**src/hw/rtl/hcm_pkg.sv**
```systemverilog
// types, codes and hall lookup tables for the six-step commutator
package hcm_pkg;

  localparam int unsigned LEVEL_W = 16;
  localparam int unsigned THR_W   = 16;
  localparam int unsigned POS_W   = 32;
  localparam int unsigned PHASE_W = 3;
  localparam int unsigned HALL_W  = 3;
  localparam int unsigned MODE_W  = 2;
  localparam int unsigned CFG_W   = 16;
  localparam int unsigned ADDR_W  = 2;
  localparam int unsigned SIDES   = 3;
  localparam int unsigned NLEVELS = 2 * SIDES;

  localparam int unsigned IN_DATA_W  = 56;
  localparam int unsigned OUT_DATA_W = 136;

  localparam logic [MODE_W-1:0] MODE_HALL     = 2'd0;
  localparam logic [MODE_W-1:0] MODE_THROTTLE = 2'd1;
  localparam logic [MODE_W-1:0] MODE_POSITION = 2'd2;

  localparam logic [ADDR_W-1:0] REG_BRAKE_ENABLE   = 2'd0;
  localparam logic [ADDR_W-1:0] REG_HIGH_OFF_LEVEL = 2'd1;
  localparam logic [ADDR_W-1:0] REG_LOW_ON_LEVEL   = 2'd2;
  localparam logic [ADDR_W-1:0] REG_LOW_OFF_LEVEL  = 2'd3;

  localparam logic [PHASE_W-1:0] PHASE_INVALID = 3'd7;
  localparam logic [PHASE_W-1:0] PHASE_RESET   = 3'd1;

  typedef logic [NLEVELS-1:0][LEVEL_W-1:0] hcm_levels_t;

  // bit 0 is side a, bit 2 is side c
  typedef struct packed {
    logic [SIDES-1:0] lo;
    logic [SIDES-1:0] hi;
  } hcm_sides_t;

  typedef struct packed {
    logic                    brake_enable;
    logic [LEVEL_W-1:0]      high_off_level;
    logic [LEVEL_W-1:0]      low_on_level;
    logic [LEVEL_W-1:0]      low_off_level;
  } hcm_cfg_t;

  typedef struct packed {
    logic                    updated;
    logic [HALL_W-1:0]       hall;
    logic signed [THR_W-1:0] thr;
  } hcm_comm_t;

  function automatic logic [PHASE_W-1:0] hcm_phase_of_hall(input logic [HALL_W-1:0] hall);
    logic [PHASE_W-1:0] ph;
    case (hall)
      3'd1:    ph = 3'd2;
      3'd2:    ph = 3'd4;
      3'd3:    ph = 3'd3;
      3'd4:    ph = 3'd6;
      3'd5:    ph = 3'd1;
      3'd6:    ph = 3'd5;
      default: ph = PHASE_INVALID;
    endcase
    return ph;
  endfunction

  function automatic hcm_sides_t hcm_fwd_sides(input logic [HALL_W-1:0] hall);
    hcm_sides_t s;
    case (hall)
      3'd1:    s = '{lo: 3'b100, hi: 3'b001};
      3'd2:    s = '{lo: 3'b001, hi: 3'b010};
      3'd3:    s = '{lo: 3'b100, hi: 3'b010};
      3'd4:    s = '{lo: 3'b010, hi: 3'b100};
      3'd5:    s = '{lo: 3'b010, hi: 3'b001};
      3'd6:    s = '{lo: 3'b001, hi: 3'b100};
      default: s = '{lo: 3'b000, hi: 3'b000};
    endcase
    return s;
  endfunction

endpackage

```
**src/hw/rtl/hcm_commutate.sv**
```systemverilog
// hall decode, commutation decision and position counter update
module hcm_commutate import hcm_pkg::*; #(
  parameter int POSITION_BITS = 32
) (
  input  logic [MODE_W-1:0]            mode,
  input  logic [HALL_W-1:0]            hall,
  input  logic signed [THR_W-1:0]      thr_in,
  input  logic signed [POS_W-1:0]      pos_in,
  input  logic [PHASE_W-1:0]           last_phase,
  input  logic [POSITION_BITS-1:0]     pos_cnt,
  input  logic signed [THR_W-1:0]      throttle_held,
  output logic [PHASE_W-1:0]           phase,
  output logic [PHASE_W-1:0]           last_phase_nxt,
  output logic [POSITION_BITS-1:0]     pos_cnt_nxt,
  output logic signed [THR_W-1:0]      throttle_nxt,
  output hcm_comm_t                    comm
);

  localparam logic signed [3:0] D_MAX = 4'sd4;

  logic               force_comm;
  logic               is_comm;
  logic               commit;
  logic               step_ok;
  logic signed [3:0]  d_raw;
  logic signed [3:0]  d_adj;
  logic signed [63:0] pos_wr_ext;

  assign phase      = hcm_phase_of_hall(hall);
  assign force_comm = (mode == MODE_THROTTLE);
  assign is_comm    = (mode == MODE_HALL) || force_comm;
  assign commit     = is_comm &&
                      (force_comm || ((phase != last_phase) && (phase != PHASE_INVALID)));
  assign step_ok    = (phase != PHASE_INVALID) && (last_phase != PHASE_INVALID);
  assign throttle_nxt = force_comm ? thr_in : throttle_held;

  // wrapped phase difference
  always_comb begin
    d_raw = $signed({1'b0, phase}) - $signed({1'b0, last_phase});
    if (d_raw > D_MAX) begin
      d_adj = D_MAX - d_raw;
    end else if (d_raw < -D_MAX) begin
      d_adj = -D_MAX - d_raw;
    end else begin
      d_adj = d_raw;
    end
  end

  assign pos_wr_ext = 64'(pos_in);

  always_comb begin
    pos_cnt_nxt = pos_cnt;
    if (mode == MODE_POSITION) begin
      pos_cnt_nxt = pos_wr_ext[POSITION_BITS-1:0];
    end else if (commit && step_ok) begin
      pos_cnt_nxt = pos_cnt + (POSITION_BITS)'(d_adj);
    end
  end

  assign last_phase_nxt = commit ? phase : last_phase;

  assign comm.updated = commit;
  assign comm.hall    = hall;
  assign comm.thr     = throttle_nxt;

endmodule

```
**src/hw/rtl/hcm_drive.sv**
```systemverilog
// half-bridge level selection from throttle, direction and hall code
module hcm_drive import hcm_pkg::*; #(
  parameter int THROTTLE_LIMIT = 4096
) (
  input  hcm_comm_t   comm,
  input  hcm_cfg_t    cfg,
  input  hcm_levels_t levels_in,
  output hcm_levels_t levels_nxt
);

  localparam logic signed [THR_W+1:0] LIMIT = (THR_W+2)'(THROTTLE_LIMIT);

  logic signed [THR_W+1:0] thr_ext;
  logic                    in_range;
  logic                    rev;
  logic [LEVEL_W-1:0]      mag;
  hcm_sides_t              fwd;
  hcm_sides_t              sides;

  assign thr_ext  = (THR_W+2)'(comm.thr);
  assign in_range = ((thr_ext > 0) && (thr_ext < LIMIT)) ||
                    ((thr_ext < 0) && (thr_ext > -LIMIT));
  assign rev      = comm.thr[THR_W-1];
  assign mag      = rev ? LEVEL_W'(-comm.thr) : LEVEL_W'(comm.thr);
  assign fwd      = hcm_fwd_sides(comm.hall);

  // reverse swaps high and low sides
  assign sides.lo = rev ? fwd.hi : fwd.lo;
  assign sides.hi = rev ? fwd.lo : fwd.hi;

  always_comb begin
    levels_nxt = levels_in;
    if (comm.updated) begin
      for (int k = 0; k < SIDES; k++) begin
        if (in_range && sides.hi[k]) begin
          levels_nxt[2*k]   = mag;
          levels_nxt[2*k+1] = mag;
        end else if (in_range) begin
          levels_nxt[2*k]   = cfg.high_off_level;
          levels_nxt[2*k+1] = sides.lo[k] ? cfg.low_on_level : cfg.low_off_level;
        end else begin
          levels_nxt[2*k]   = cfg.high_off_level;
          levels_nxt[2*k+1] = cfg.brake_enable ? cfg.low_on_level : cfg.low_off_level;
        end
      end
    end
  end

endmodule

```
**src/hw/rtl/hall_six_step_commutator.sv**
```systemverilog
// top level of the six-step hall commutator: registers, handshake and config
//
// in_* carries one beat per event: a hall edge, a throttle write that forces a
// commutation, or a position counter write, selected by in_tuser. Every beat
// yields exactly one out_* beat with the decoded hall phase, a flag that the
// bridge levels were recomputed, the six bridge PWM levels and the position
// count after that event.
// A beat is taken into an input register, then decoded, commutated and
// written to the output register. Throughput is one beat per cycle while
// the output is not stalled, and the state update loop on phase, count and
// levels, which updates with each beat, does not limit it.
// When out_tready is low the output register holds its beat and the input
// register holds one more; in_tready falls only once both are full.
// Reset clears both registers, sets the last phase to 1, the count and
// throttle to zero, all bridge levels to zero and the config registers to
// their defaults. cfg_* writes one register per cycle with cfg_we, and is
// meant to be used only while no beat is in flight.
module hall_six_step_commutator import hcm_pkg::*; #(
  parameter int THROTTLE_LIMIT = 4096,
  parameter int POSITION_BITS  = 32
) (
  input  logic                  clk,
  input  logic                  rst_n,
  input  logic                  in_tvalid,
  output logic                  in_tready,
  // hall_bits[2:0], throttle_value[18:3], position_value[50:19], zero pad
  input  logic [IN_DATA_W-1:0]  in_tdata,
  // mode[1:0]
  input  logic [MODE_W-1:0]     in_tuser,
  output logic                  out_tvalid,
  input  logic                  out_tready,
  // drive_updated[0], hall_phase[3:1], a_high_level[19:4], a_low_level[35:20],
  // b_high_level[51:36], b_low_level[67:52], c_high_level[83:68],
  // c_low_level[99:84], position_count[131:100], zero pad
  output logic [OUT_DATA_W-1:0] out_tdata,
  input  logic                  cfg_we,
  input  logic [ADDR_W-1:0]     cfg_addr,
  input  logic [CFG_W-1:0]      cfg_wdata
);

  logic                     s1_valid_r;
  logic [MODE_W-1:0]        s1_mode_r;
  logic [HALL_W-1:0]        s1_hall_r;
  logic signed [THR_W-1:0]  s1_thr_r;
  logic signed [POS_W-1:0]  s1_pos_r;

  logic                     out_valid_r;
  logic [OUT_DATA_W-1:0]    out_data_r;
  logic [OUT_DATA_W-1:0]    out_data_nxt;

  logic [PHASE_W-1:0]       last_phase_r;
  logic [PHASE_W-1:0]       last_phase_nxt;
  logic [POSITION_BITS-1:0] pos_cnt_r;
  logic [POSITION_BITS-1:0] pos_cnt_nxt;
  logic signed [THR_W-1:0]  throttle_r;
  logic signed [THR_W-1:0]  throttle_nxt;
  hcm_levels_t              levels_r;
  hcm_levels_t              levels_nxt;
  hcm_cfg_t                 cfg_r;

  logic [PHASE_W-1:0]       phase;
  hcm_comm_t                comm;
  logic signed [POSITION_BITS-1:0] pos_cnt_s;
  logic signed [63:0]       pos_out_ext;
  logic                     advance;
  logic                     in_fire;

  assign advance   = s1_valid_r && (!out_valid_r || out_tready);
  assign in_tready = !s1_valid_r || advance;
  assign in_fire   = in_tvalid && in_tready;

  assign out_tvalid = out_valid_r;
  assign out_tdata  = out_data_r;

  hcm_commutate #(
    .POSITION_BITS(POSITION_BITS)
  ) u_comm (
    .mode          (s1_mode_r),
    .hall          (s1_hall_r),
    .thr_in        (s1_thr_r),
    .pos_in        (s1_pos_r),
    .last_phase    (last_phase_r),
    .pos_cnt       (pos_cnt_r),
    .throttle_held (throttle_r),
    .phase         (phase),
    .last_phase_nxt(last_phase_nxt),
    .pos_cnt_nxt   (pos_cnt_nxt),
    .throttle_nxt  (throttle_nxt),
    .comm          (comm)
  );

  hcm_drive #(
    .THROTTLE_LIMIT(THROTTLE_LIMIT)
  ) u_drive (
    .comm      (comm),
    .cfg       (cfg_r),
    .levels_in (levels_r),
    .levels_nxt(levels_nxt)
  );

  assign pos_cnt_s   = $signed(pos_cnt_nxt);
  assign pos_out_ext = 64'(pos_cnt_s);

  assign out_data_nxt = {4'd0, pos_out_ext[POS_W-1:0],
                         levels_nxt[5], levels_nxt[4], levels_nxt[3],
                         levels_nxt[2], levels_nxt[1], levels_nxt[0],
                         phase, comm.updated};

  // input register
  always_ff @(posedge clk) begin
    if (!rst_n) begin
      s1_valid_r <= 1'b0;
    end else if (in_tready) begin
      s1_valid_r <= in_tvalid;
    end
  end

  always_ff @(posedge clk) begin
    if (in_fire) begin
      s1_mode_r <= in_tuser;
      s1_hall_r <= in_tdata[2:0];
      s1_thr_r  <= $signed(in_tdata[18:3]);
      s1_pos_r  <= $signed(in_tdata[50:19]);
    end
  end

  // output register
  always_ff @(posedge clk) begin
    if (!rst_n) begin
      out_valid_r <= 1'b0;
    end else if (advance) begin
      out_valid_r <= 1'b1;
    end else if (out_tready) begin
      out_valid_r <= 1'b0;
    end
  end

  always_ff @(posedge clk) begin
    if (advance) begin
      out_data_r <= out_data_nxt;
    end
  end

  // commutator state
  always_ff @(posedge clk) begin
    if (!rst_n) begin
      last_phase_r <= PHASE_RESET;
      pos_cnt_r    <= '0;
      throttle_r   <= '0;
      levels_r     <= '0;
    end else if (advance) begin
      last_phase_r <= last_phase_nxt;
      pos_cnt_r    <= pos_cnt_nxt;
      throttle_r   <= throttle_nxt;
      levels_r     <= levels_nxt;
    end
  end

  // config registers
  always_ff @(posedge clk) begin
    if (!rst_n) begin
      cfg_r.brake_enable   <= 1'b0;
      cfg_r.high_off_level <= '0;
      cfg_r.low_on_level   <= '1;
      cfg_r.low_off_level  <= '0;
    end else if (cfg_we) begin
      case (cfg_addr)
        REG_BRAKE_ENABLE:   cfg_r.brake_enable   <= cfg_wdata[0];
        REG_HIGH_OFF_LEVEL: cfg_r.high_off_level <= cfg_wdata;
        REG_LOW_ON_LEVEL:   cfg_r.low_on_level   <= cfg_wdata;
        REG_LOW_OFF_LEVEL:  cfg_r.low_off_level  <= cfg_wdata;
        default:            cfg_r.brake_enable   <= cfg_r.brake_enable;
      endcase
    end
  end

endmodule

```
**config.mk**
```make
export PLATFORM = sky130hd
export DESIGN_NAME = hall_six_step_commutator
export DESIGN_NICKNAME = d
export VERILOG_FILES = /design/src/hw/rtl/hcm_pkg.sv /design/src/hw/rtl/hcm_commutate.sv /design/src/hw/rtl/hcm_drive.sv /design/src/hw/rtl/hall_six_step_commutator.sv
export SDC_FILE = /design/constraint.sdc
export NUM_CORES = 1
export LEC_CHECK = 0
export ABC_AREA = 1
export BUFFER_PORTS_ARGS = -buffer_cell sky130_fd_sc_hd__buf_2
export CORE_MARGIN = 1.5
export CORE_UTILIZATION = 55
export DETAILED_ROUTE_END_ITERATION = 6
export GPL_ROUTABILITY_DRIVEN = 0
export HOLD_SLACK_MARGIN = 0.15
export PLACE_DENSITY = 0.8
export SETUP_SLACK_MARGIN = 0.5
export SYNTH_ARGS = -nofsm -noshare
export SYNTH_HDL_FRONTEND = slang
export SYNTH_SLANG_ARGS = --single-unit
```
**constraint.sdc**
```tcl
create_clock -name clk -period 8.96 [get_ports clk]
set_clock_uncertainty 0.2 [all_clocks]
set_input_delay 1.792 -clock clk [delete_from_list [all_inputs] [get_ports clk]]
set_output_delay 1.792 -clock clk [all_outputs]
set_load 0.005 [all_outputs]
```
### Yosys cells after proc, flatten, opt, wreduce, memory -nomap -nowiden

Index checks and enable logic that the tools add are counted.

| cells by class | value |
|---|---|
| shift operators | 0 |
| reductions and logical operators | 26 |
| mux-type cells | 23 |
| div/mod/pow operators | 0 |
| magnitude comparators | 6 |
| equal/unequal tests | 14 |
| bitwise operators | 0 |
| $add $sub $neg | 5 |
| multipliers | 0 |

Operators with widths:

| cell | number |
|---|---|
| $mux W32 | 8 |
| $mux W16 | 6 |
| $mux W96 | 1 |
| $pmux W6 S6 | 1 |
| $add A32 B32 Y32 | 1 |
| $pmux W3 S6 | 1 |
| $gt A16 B1 Y1 const B | 1 |
| $gt A16 B13 Y1 const B | 1 |
| $lt A16 B1 Y1 const B | 1 |
| $lt A16 B14 Y1 const B | 1 |
| $neg A16 Y16 | 1 |
| $logic_and A1 B1 Y1 | 11 |
| $reduce_and A2 Y1 | 5 |
| $eq A3 B3 Y1 const B | 3 |
| $mux W4 | 2 |
| $eq A2 B2 Y1 const B | 3 |
| $eq A3 B2 Y1 const B | 2 |
| $mux W3 | 2 |
| $ne A3 B3 Y1 const B | 2 |
| $logic_or A1 B1 Y1 | 5 |
| $eq A2 B1 Y1 const B | 2 |
| $gt A4 B4 Y1 const B | 1 |
| $logic_not A2 Y1 | 2 |
| $lt A4 B3 Y1 const B | 1 |
| 8 further kinds | 10 |

| word-level totals | value |
|---|---|
| bits in latches | 0 |
| logic and storage cells | 94 |
| RAM bits | 0 |
| output and inout port bits | 138 |
| bits in registers | 383 |
| bits in read-only memories | 0 |
| memories | 0 |
| input bits | 81 |

### Depth between registers and ports, before layout

| depth | value |
|---|---|
| word-level depth | 9 |
| depth in mapped cells | 34 |
| mapped depth without buffers | 34 |

### Hierarchy

A second synthesis with hierarchy kept.

| second synthesis, totals | value |
|---|---|
| cell total of the unflattened synthesis | 2910 |
| area, all modules | 20983.9 µm² |

Modules (own cells, without submodules):

| module | cells each | area an instance (µm²) | instances |
|---|---|---|---|
| hall_six_step_commutator | 1450 | 14109.8 | 1 |
| hcm_commutate | 679 | 3484.6 | 1 |
| hcm_drive | 781 | 3389.5 | 1 |

### Worst setup path after synthesis

Ideal clock, no wire load.

| timing path | value |
|---|---|
| path kind | in2reg |
| start point | input out_tready |
| end point | register out_data_r[0], in the netlist out_tdata[0], enable pin |
| buffers on the path | 3 |
| data arrival time | 6.317 ns |
| slack | 1.895 ns |
| stages on the path | 7 |
| cell sequence | inv_1 -> nand2_1 -> nand2_1 -> clkbuf_1 -> inv_2 -> clkbuf_1 -> clkbuf_1 |

| between the ends | value |
|---|---|
| longest elaborated chain between the ends | 2 |

Ends and longest elaborated chain:

| what | line | text |
|---|---|---|
| start: declaration | hall_six_step_commutator.sv:31 | `input logic out_tready,` |
| $logic_or A1 B1 Y1 | hall_six_step_commutator.sv:68 | `assign advance = s1_valid_r && (!out_valid_r \|\| out_tready);` |
| $logic_and A1 B1 Y1 | hall_six_step_commutator.sv:68 |  |
| net advance | hall_six_step_commutator.sv:65 | `logic advance;` |
| end signal: assignment | hall_six_step_commutator.sv:140 | `out_data_r <= out_data_nxt;` |
| end: declaration | hall_six_step_commutator.sv:48 | `logic [OUT_DATA_W-1:0] out_data_r;` |

The timed path passes the listed nets, and every way through them passes these cells.
A chain may end at the register's enable or synchronous reset.

### Worst setup path after layout

| timing path | value |
|---|---|
| start point | register s1_hall_r[1] |
| end point | register out_data_r[120], in the netlist out_tdata[120] (data pin) |

| between the ends | value |
|---|---|
| longest elaborated chain between the ends | 9 |
| elaborated cells between the ends (all ways) | 24 |

Ends and longest elaborated chain:

| what | line | text |
|---|---|---|
| start: declaration | hall_six_step_commutator.sv:43 | `logic [HALL_W-1:0] s1_hall_r;` |
| start signal: assignment | hall_six_step_commutator.sv:121 | `s1_hall_r <= in_tdata[2:0];` |
| $eq A3 B3 Y1 (tied with other cells) | hcm_pkg.sv:53 | `case (hall)` |
| $pmux W3 S6 (*) | hcm_pkg.sv:53 |  |
| net phase[0] | hall_six_step_commutator.sv:61 | `logic [PHASE_W-1:0] phase;` |
| $sub A3 B3 Y4 (tied with other cells) | hcm_commutate.sv:39 | `d_raw = $signed({1'b0, phase}) - $signed({1'b0, last_phase});` |
| $sub A3 B4 Y4 (tied with other cells) | hcm_commutate.sv:43 | `d_adj = -D_MAX - d_raw;` |
| $mux W4 or $logic_or A1 B1 Y1 (tied branches) | hcm_commutate.sv:42, hcm_commutate.sv:33 |  |
| $mux W4 or $logic_and A1 B1 Y1 (tied branches) | hcm_commutate.sv:40, hcm_commutate.sv:32 |  |
| $add A32 B32 Y32 or $logic_and A1 B1 Y1 (tied branches) | hcm_commutate.sv:56, hcm_commutate.sv:55 |  |
| $mux W32 (*) | hcm_commutate.sv:55 | `end else if (commit && step_ok) begin` |
| $mux W32 (*) | hcm_commutate.sv:53 | `if (mode == MODE_POSITION) begin` |
| net pos_cnt_nxt[20] | hall_six_step_commutator.sv:54 | `logic [POSITION_BITS-1:0] pos_cnt_nxt;` |

The timed path passes the listed nets; every way through them passes the cells marked *.

==> results.py <==
metrics = {
    "timing": {
        "period_share_pct": 61.74,
        "max_slew_margin_pct": 22.64,
        "setup_tns_ns": 0,
        "setup_viol": 0,
        "clock.fmax_mhz": 180.8,
        "maxSlewViolCount": 0,
        "finalHoldViolations": 0,
        "rsz0062_at_grt": "no",
        "worstMarginPinSlew_ns": 1.160,
        "timing.final.crit_period_ns": 5.532,
    },
    "global_routing": {
        "gr-total-overflow": 0,
        "grt_max_degree": 102,
        "grt_pass1_vias": 16210,
        "grt_antenna_before_repair": 6,
        "grt_pass1_wl_um": 80960,
        "grtUsageTotal_pct": 27.96,
    },
    "critical_path": {
        "cp_slowest_cell": "ha_1",
        "required_ns": 9.06,
        "crit_top_cell": "inv_1",
        "rrSetupSlack_ns": 3.43,
        "path_class": "flop to flop",
        "worst-endpoint-arrival_ns": 5.63,
        "cp_num_buf_inv": 8,
        "r2r-end": "out_tdata[120]",
        "r2r_cells": 26,
        "regToRegStartpoint": "s1_hall_r[1]",
        "worstSetupEndpointType": "flop",
        "max_stage_delay_ns": 0.70,
        "start_kind": "flop",
        "worst_path_dominant_cell_family": "simple AND/OR/NAND/NOR gates",
        "worstPathMaxFanout": 29,
    },
    "drt": {
        "vias": 17490,
        "drt_first_pass_iters": 6,
        "drc_errors": 0,
        "wl_um": 51610,
        "final_antenna_net_count": 0,
        "drtIter0Drc": 1906,
        "vias_per_cell": 5.566,
        "wl_per_cell_um": 16.43,
    },
    "synth": {
        "yosysTopAreaCellShare_pct": 28.60,
        "synth_area_um2": 19430,
        "synthFlopType": "dfxtp_1",
        "yosys.area.top_type": "edfxtp_1",
        "async_flop_share_pct": 0,
        "synth-adder-area-share_pct": 2.525,
        "ys_seq_area_share_pct": 49.00,
        "synth_most_common_cell": "nand2_1",
        "yosys.area_share.simple_pct": 21.86,
        "ys_warn_count": 0,
        "netlist-cell-type-count": 49,
        "ys_ff_latch": 383,
        "synth.area.mux_share_pct": 0,
        "synth_common_cells": "621 x nand2_1, 325 x inv_1, 230 x o21ai_0",
        "synth_xor_area_share_pct": 0.7665,
        "synth_area_leaders": "edfxtp_1 29%, dfxtp_1 20%, nand2_1 12%",
        "netlist_instances": 2504,
        "synth-edff-count": 185,
        "syn_avg_cell_area_um2": 7.758,
        "synth_top_family_by_area": "simple AND/OR/NAND/NOR gates",
        "synth_compound_area_share_pct": 16.43,
    },
    "power": {
        "finalPower_mw": 4.728,
        "vdd_ir_drop_max_mv": 0.2164,
        "p_leak_nw": 10.20,
        "p_per_area_nw_per_um2": 215.8,
    },
    "die": {
        "die_w_um": 190.9,
        "pin_count": 219,
        "core_um2": 34630,
        "die_area_um2": 36460,
        "rows": 68,
        "initial_core_util_pct": 56.10,
        "die_y_um": 190.9,
    },
    "placement": {
        "hpwl_um": 34700,
        "port_buffers": 209,
    },
    "clock_network": {
        "cts_tree": "built",
        "htree_levels": 2,
        "clk_pin_slew_ns": 0.06,
        "holdBufCountCts": 0,
        "cts_buffers": 40,
        "clock_latency_ns": 0.56,
        "cts_sinks": 383,
        "post_cts_resized": 0,
        "postCtsSetupBuffers": 0,
        "clk_path_buf_depth": 3,
        "clockRootBuffer": "clkbuf_16",
    },
    "worst_hold_path": {
        "hold_path_class": "flop to flop",
        "min_path_cells": 2,
        "hold_path_end": "last_phase_r[2]",
        "min-delay-start": "last_phase_r[2]",
    },
    "status": {
        "status": "complete, no violations",
    },
    "final_layout": {
        "drive_above_1_share_pct": 12.94,
        "nFillCells": 2860,
        "fin_nets": 2769,
        "area_growth_syn_to_layout_pct": 12.75,
    },
    "run": {
        "max_cap_violations": 0,
    },
}
## worst max path at each step
| stage | from | end | slack, ns | depth (start not counted) |
|---|---|---|---|---|
| after floorplan | out_tready | out_tdata[0] | 1.89 | 7 |
| after global placement | s1_hall_r[1] | out_tdata[120] | 3.83 | 25 |
| after detailed placement | s1_hall_r[1] | out_tdata[120] | 3.52 | 26 |
| after CTS | s1_hall_r[1] | out_tdata[120] | 3.52 | 26 |
| after global routing | s1_hall_r[1] | out_tdata[120] | 2.90 | 26 |
| final | s1_hall_r[1] | out_tdata[120] | 3.43 | 26 |
## placed cells by master, fill, tap and decap left out, types with 3 or more instances in the layout
cell / n
o21ai_2: 6
xor2_1: 11
o21a_1: 20
nand3b_1: 4
a21oi_1: 204
clkinv_1: 7
a31oi_1: 16
nand3_1: 153
nor2_1: 199
inv_1: 323
clkinvlp_4: 3
ha_1: 36
xnor2_1: 6
a21boi_0: 5
edfxtp_1: 185
nor2_2: 7
nand2_1: 619
or2_2: 10
diode_2: 5
o211ai_1: 3
nand4_1: 10
o21ai_1: 32
a22oi_1: 35
clkinv_2: 8
inv_2: 10
o21bai_1: 6
buf_2: 209
a21oi_2: 5
dfxtp_1: 198
nand2_2: 5
clkbuf_16: 40
o21ai_0: 230
a21boi_1: 5
conb_1: 4
buf_4: 18
a21oi_4: 3
nor2_4: 3
clkbuf_1: 9
nor3_1: 9
## routing by layer
metal | GRT usage (%) | routed length (um) | up-vias
li1 | - | - | 8505
met1 | 36.45 | 21080 | 7987
met2 | 44.93 | 23640 | 843
met3 | 5.783 | 5046 | 149
met4 | 12.24 | 1820 | 4
met5 | 0 | 27 | -
## per-stage QoR
stage	hold WS [ns]	setup slack (ns)	util [%]	instance area (um2)	cells
after global placement	0.2662	3.830	59.63	20650	3063
after detailed placement	0.2722	3.522	59.63	20650	3063
after CTS	0.2809	3.521	63.21	21890	3137
final	0.2911	3.428	63.25	21900	3142
after floorplan	0.2499	1.895	-	19440	2507
after global routing	0.3076	2.905	63.24	21900	3140
## layout make-up
cell class,count,area [um2],share of cell area [%]
Inverter,335,1265,5.775
Clock inverter,23,177.7,0.8112
Timing Repair Buffer,227,1181,5.393
Multi-Input combinational cell,1663,8115,37.05
Clock buffer,51,1062,4.850
Antenna cell,5,12.51,0.05713
Sequential cell,383,9519,43.46
Tap cell,455,569.3,2.599
## report_power, final
part	internal, mW	switching (mW)
logic	0.351	0.766
registers	1.98	0.0497
clock network	0.879	0.700
## flip-flops by register name (all words and copies together), names as in the netlist
name / flops
out_tdata: 132
levels_r: 96
cfg_r: 49
pos_cnt_r: 32
s1_pos_r: 32
s1_thr_r: 16
throttle_r: 16
last_phase_r: 3
s1_hall_r: 3
s1_mode_r: 2
out_tvalid: 1
s1_valid_r: 1
## logic make-up after synthesis
| logic type | Yosys count |
|---|---|
| and+or+nand+nor | 1029 |
| AOI/OAI and AO/OA | 575 |
| buffers and inverters | 461 |
| DFF | 383 |
| adders and majority gates | 38 |
| xor gates and xnor gates | 17 |
| other | 1 |
## worst register-to-register path, stage by stage (launching register included)
cell and delay (ns):
edfxtp_1 0.42, nor2_1 0.26, inv_1 0.11, nor2_1 0.12
inv_1 0.07, nand4_1 0.12, inv_1 0.07, ha_1 0.18
inv_1 0.10, fa_1 0.42, inv_1 0.11, ha_1 0.17
inv_1 0.06, nand3_1 0.11, nand2_1 0.69, ha_1 0.71
nand2_1 0.13, o21ai_0 0.35, inv_1 0.08, nand3_1 0.21
nand2_1 0.14, nand2_1 0.09, nand2_1 0.05, nand3_1 0.06
nand2_1 0.07, o21ai_0 0.13, inv_1 0.07
No activity file was read; power rests on OpenSTA's default activity.
